File: config.mk
export PLATFORM = sky130hd
export DESIGN_NAME = ags_div
export DESIGN_NICKNAME = d
export VERILOG_FILES = /design/src/hdl/ags_pkg.sv /design/src/hdl/ags_div.sv
export SDC_FILE = /design/constraint.sdc
export NUM_CORES = 1
export LEC_CHECK = 0
export BUFFER_PORTS_ARGS = -buffer_cell sky130_fd_sc_hd__buf_2
export CELL_PAD_IN_SITES_DETAIL_PLACEMENT = 0
export CELL_PAD_IN_SITES_GLOBAL_PLACEMENT = 1
export CORE_MARGIN = 2
export CORE_UTILIZATION = 41
export CTS_BUF_LIST = sky130_fd_sc_hd__clkbuf_2 sky130_fd_sc_hd__clkbuf_4 sky130_fd_sc_hd__clkbuf_8
export DETAILED_ROUTE_END_ITERATION = 8
export PLACE_DENSITY = 0.76
export SETUP_SLACK_MARGIN = 0.1
export SYNTH_ARGS = -nofsm -noshare
export SYNTH_HDL_FRONTEND = slang
export SYNTH_SLANG_ARGS = --single-unit
export TNS_END_PERCENT = 20
File: constraint.sdc
create_clock -name clock -period 2.9 [get_ports clock]
set_clock_uncertainty 0.05 [all_clocks]
set_input_delay 0.145 -clock clock [delete_from_list [all_inputs] [get_ports clock]]
set_output_delay 0.145 -clock clock [all_outputs]
set_load 0.05 [all_outputs]
File: src/hdl/ags_pkg.sv
// Types and constants shared by the adaptive gain scheduler modules.
package ags_pkg;

   localparam int DIV_NUM_W = 43;
   localparam int DIV_DEN_W = 38;
   localparam int REQ_DATA_W = 88;
   localparam int RSP_DATA_W = 24;
   localparam int CSR_INDEX_W = 3;
   localparam int CSR_DATA_W = 64;

   typedef enum logic [1:0] {
      FUNC_RESTART = 2'd0,
      FUNC_STEPS   = 2'd1,
      FUNC_UPDATE  = 2'd2,
      FUNC_NONE    = 2'd3
   } func_type;

   typedef enum logic [2:0] {
      REG_WINDOW      = 3'd0,
      REG_ALPHA       = 3'd1,
      REG_RATE_LOW    = 3'd2,
      REG_RATE_HIGH   = 3'd3,
      REG_ADAPT_EN    = 3'd4,
      REG_SCALE_STEP  = 3'd5,
      REG_KP_BOUNDS   = 3'd6,
      REG_STEP_BOUNDS = 3'd7
   } reg_index_type;

   typedef enum logic [3:0] {
      ST_IDLE,
      ST_CHECK,
      ST_RATE_DIV,
      ST_RATE_SAT,
      ST_MIX_A,
      ST_MIX_B,
      ST_MIX_SUM,
      ST_ADAPT,
      ST_LO_DIV,
      ST_HI_DIV,
      ST_CLAMP,
      ST_MUL_KP,
      ST_MUL_MS,
      ST_OUT
   } state_type;

   typedef struct packed {
      logic busy;
      logic done;
   } div_stat_type;

endpackage

File: src/hdl/ags_div.sv
// Shared restoring divider producing one quotient bit per cycle.
module ags_div #(
   parameter int NumW = ags_pkg::DIV_NUM_W,
   parameter int DenW = ags_pkg::DIV_DEN_W
) (
   input  logic                 clock,
   input  logic                 reset,
   input  logic                 start,
   input  logic [NumW-1:0]      dividend,
   input  logic [DenW-1:0]      divisor,
   output logic [NumW-1:0]      quotient,
   output ags_pkg::div_stat_type status
);
   import ags_pkg::*;

   localparam int CntW = $clog2(NumW + 1);

   logic [NumW-1:0] num_ff, num_in;
   logic [DenW-1:0] rem_ff, rem_in;
   logic [DenW-1:0] den_ff, den_in;
   logic [CntW-1:0] cnt_ff, cnt_in;
   logic            busy_ff, busy_in;
   logic            done_ff, done_in;
   logic [DenW:0]   trial;
   logic [DenW:0]   diff;
   logic            fits;

   always_comb begin
      trial  = {rem_ff, num_ff[NumW-1]};
      diff   = trial - {1'b0, den_ff};
      fits   = trial >= {1'b0, den_ff};
      num_in = num_ff;
      rem_in = rem_ff;
      den_in = den_ff;
      cnt_in = cnt_ff;
      busy_in = busy_ff;
      done_in = 1'b0;
      if (start) begin
         num_in  = dividend;
         rem_in  = '0;
         den_in  = divisor;
         cnt_in  = CntW'(NumW);
         busy_in = 1'b1;
      end else if (busy_ff) begin
         num_in = {num_ff[NumW-2:0], fits};
         rem_in = fits ? diff[DenW-1:0] : trial[DenW-1:0];
         cnt_in = cnt_ff - 1'b1;
         if (cnt_ff == CntW'(1)) begin
            busy_in = 1'b0;
            done_in = 1'b1;
         end
      end
   end

   always_ff @(posedge clock) begin
      num_ff <= num_in;
      rem_ff <= rem_in;
      den_ff <= den_in;
      if (reset) begin
         cnt_ff  <= '0;
         busy_ff <= 1'b0;
         done_ff <= 1'b0;
      end else begin
         cnt_ff  <= cnt_in;
         busy_ff <= busy_in;
         done_ff <= done_in;
      end
   end

   assign quotient    = num_ff;
   assign status.busy = busy_ff;
   assign status.done = done_ff;

endmodule

==> run_results.csv <==
group,metric,value,unit
outcome,status,"finished, final reports clean",
clocking,clk_pin_slew,100,ps
min_path,hold_path_depth,2,
clocking,cts_sinks,127,
floorplan,die_x,142,um
sta,relSlewSlack,0.508,
grt,grt_overflow,0,
clocking,cts_tree,"built",
power,power_density,545,nW/um^2
sta,rsz0062_at_grt,"yes",
synthesis,synth_cells,774,
setup_path,cp-end-kind,"flip-flop",
min_path,hold-path-endpoint,"den_ff[33]$_DFFE_PP_",
floorplan,rows,50,
layout,nFillCells,1650,
setup_path,cp-start-kind,"flip-flop",
setup_path,timing.rr.end,"rem_ff[26]$_SDFFE_PP0P_",
setup_path,rrSetupSlack,20,ps
floorplan,start_util,0.417,
synthesis,syn_avg_cell_area,10.1,um^2
sta,setup_viol,0,
clocking,clockBufferDepth,2,
floorplan,dieArea,20100,um^2
synthesis,netlist_area,7790,um^2
layout,nets,1138,
sta,maxSlewViolCount,0,
layout,layout_common_cells,"buf_2, dlygate4sd3_1, edfxtp_1",
setup_path,cp.required,3220,ps
synthesis,synth_seq_area_share,0.430,
layout,drive_gt1_frac,0.311,
clocking,htreeDepth,4,
floorplan,core,18700,um^2
layout,utilization,0.553,
power,peakVddDrop,0.327,mV
layout,register_area,3350,um^2
setup_path,cp-startpoint,"quotient[42]$_DFFE_PP_",
route,wire_per_inst,16.2,um
layout,multi_input_area,4120,um^2
place,place.gp.congestion,0.865,
synthesis,async_flop_share,0,
floorplan,pin_count,129,
sta,max_freq,347,MHz
grt,antenna_found_initial,0,
place,dp_cells,1141,
sta,fin_crit,2880,ps
grt,grt_pass1_vias,6762,
route,via_count,6752,
sta,finalHoldViolations,0,
power,p_leak,4.33,nW
place,io_buffers,128,
setup_path,critPathMaxFanout,4,
place,place_hpwl,13900,um
route,ant_nets,0,
route,drt-vias-per-instance,5.36,
sta,post-route-period-util,0.994,
layout,layout_commonest_cell,"buf_2",
synthesis,synth_cell_types,78,
setup_path,r2r-start,"quotient[42]$_DFFE_PP_",
route,drt-total-wl,20500,um
route,first_iter_violations,449,
synthesis,synth_edf_count,81,
layout,diodes,0,
clocking,root_buffer,"clkbuf_8",
sta,whs,228,ps
synthesis,yosys_warnings,0,
grt,track_usage,0.207,
sta,tightest_slew,738,ps
setup_path,cp_data_arrival_time,3200,ps
route,dr.pass1.iters,5,
grt,grt_max_degree,134,
flow_run,cap_violations,0,
synthesis,synth_fp_nets,899,
floorplan,dieHeight,142,um
layout,layoutNonFillerInstCount,1260,
layout,area_growth,32.8,%
min_path,holdCritPathClass,"primary input to flip-flop",
grt,grt_pass1_wl,33300,um
route,drc_errors,0,
setup_path,path_class,"flip-flop to flip-flop",
synthesis,synth-seq-cells,127,
min_path,hp-start,"start",
clocking,cts_buffers,17,
synthesis,synth_flop_cell,"edfxtp_1",
sta,fin_setup_tns,0,ps
clocking,clkLatencyLatePin,470,ps
setup_path,ff2ff_path_depth,12,
-- critical path, stage by stage, from the launching register on --
cell,delay (ps)
edfxtp_1,410
inv_2,100
ha_4,140
inv_2,30
fa_2,340
a21o_1,200
a221oi_2,300
o21ai_2,100
a211o_1,350
and2_4,180
o311ai_2,250
o21ai_1,100
a311oi_1,250
-- cell families after synthesis --
kind of cell / synth area share
AND/OR/NAND/NOR: 0.155
AO/OA/AOI/OAI: 0.190
flip-flops: 0.430
adder cells (fa/ha/maj): 0.0668
buffers and inverters: 0.0565
multiplexers: 0.0676
XOR/XNOR: 0.0337
-- where the power goes --
group | switching (mW) | total, mW | leakage (nW) | internal, mW
registers | 0.103 | 2.21 | 1.18 | 2.11
clock network | 0.923 | 1.59 | 0.207 | 0.666
logic | 1.05 | 1.84 | 2.94 | 0.787
-- worst max-delay path by stage --
stage	to	slack, ps	cells after the start
floorplan	rem_ff[32]$_SDFFE_PP0P_	-170	12
global placement	rem_ff[32]$_SDFFE_PP0P_	60	12
detailed placement	rem_ff[30]$_SDFFE_PP0P_	-30	12
CTS	rem_ff[32]$_SDFFE_PP0P_	20	12
global route	rem_ff[5]$_SDFFE_PP0P_	-150	12
finish	rem_ff[26]$_SDFFE_PP0P_	20	12
-- cell usage after synthesis (3+ instances only) --
cell	n	area [um^2]
a2111oi_2	3	45.0
a211o_1	4	35.0
a211oi_1	3	22.5
a21o_1	16	120
a21oi_1	39	195
a221oi_1	3	26.3
a311oi_1	28	245
a311oi_2	4	60.1
a31oi_1	8	50.1
and3_1	10	62.6
and3_4	3	33.8
buf_1	8	30.0
buf_2	13	65.1
buf_4	5	37.5
buf_6	7	78.8
clkbuf_1	17	63.8
dfxtp_1	46	921
edfxtp_1	81	2430
ha_1	40	500
inv_1	44	165
mux2_2	45	507
nand2_1	38	143
nand3_1	38	190
nand4_1	12	75.1
nor2_1	77	289
nor2b_1	7	43.8
nor3_1	13	65.1
nor3b_1	4	30.0
nor4_1	5	31.3
nor4b_1	4	35.0
o211ai_1	5	37.5
o21a_1	5	37.5
o21ai_0	37	185
o21bai_1	5	37.5
o22ai_1	5	31.3
o31ai_1	3	22.5
o41ai_1	3	26.3
or3_1	4	25.0
xnor2_1	18	158
xor2_1	12	105
-- cell type report --
type	count	area share
sequential	127	0.324
inverter	44	0.0160
tap	234	0.0283
clock buffer	17	0.0226
clock inverter	15	0.0177
timing repair buffer	270	0.193
multi-input combinational	553	0.399
-- registers in the layout, summed over array words and instances, names as in the netlist --
register and cells:
busy_ff 1, den_ff 38, rem_ff 38, done_ff 1
quotient 43, cnt_ff 6
-- repair_timing --
item	in CTS	in global routing
hold endpoints to repair	89	0
pin swaps	4	8
hold buffers	82	0
setup buffers	4	1
setup endpoints to repair	35	39
gates resized for setup	18	9
-- metrics by stage --
stage	instance area, um^2	total power, mW	setup slack (ps)
finish	10300	5.64	16.2
CTS	10300	5.66	22.4
global placement	8950	3.94	57.6
global route	10300	5.94	-149
floorplan	7800	3.45	-173
detailed placement	8950	3.94	-28.1
-- metal layers --
layer | track usage | part of all wire | vias to the layer above
met5 | 0 | 0 | -
met4 | 0.0558 | 0.013 | 0
met3 | 0.0418 | 0.034 | 24
met2 | 0.360 | 0.50 | 135
met1 | 0.263 | 0.46 | 3204
li1 | - | - | 3389
Note: power is estimated with default switching activity, not from simulation.
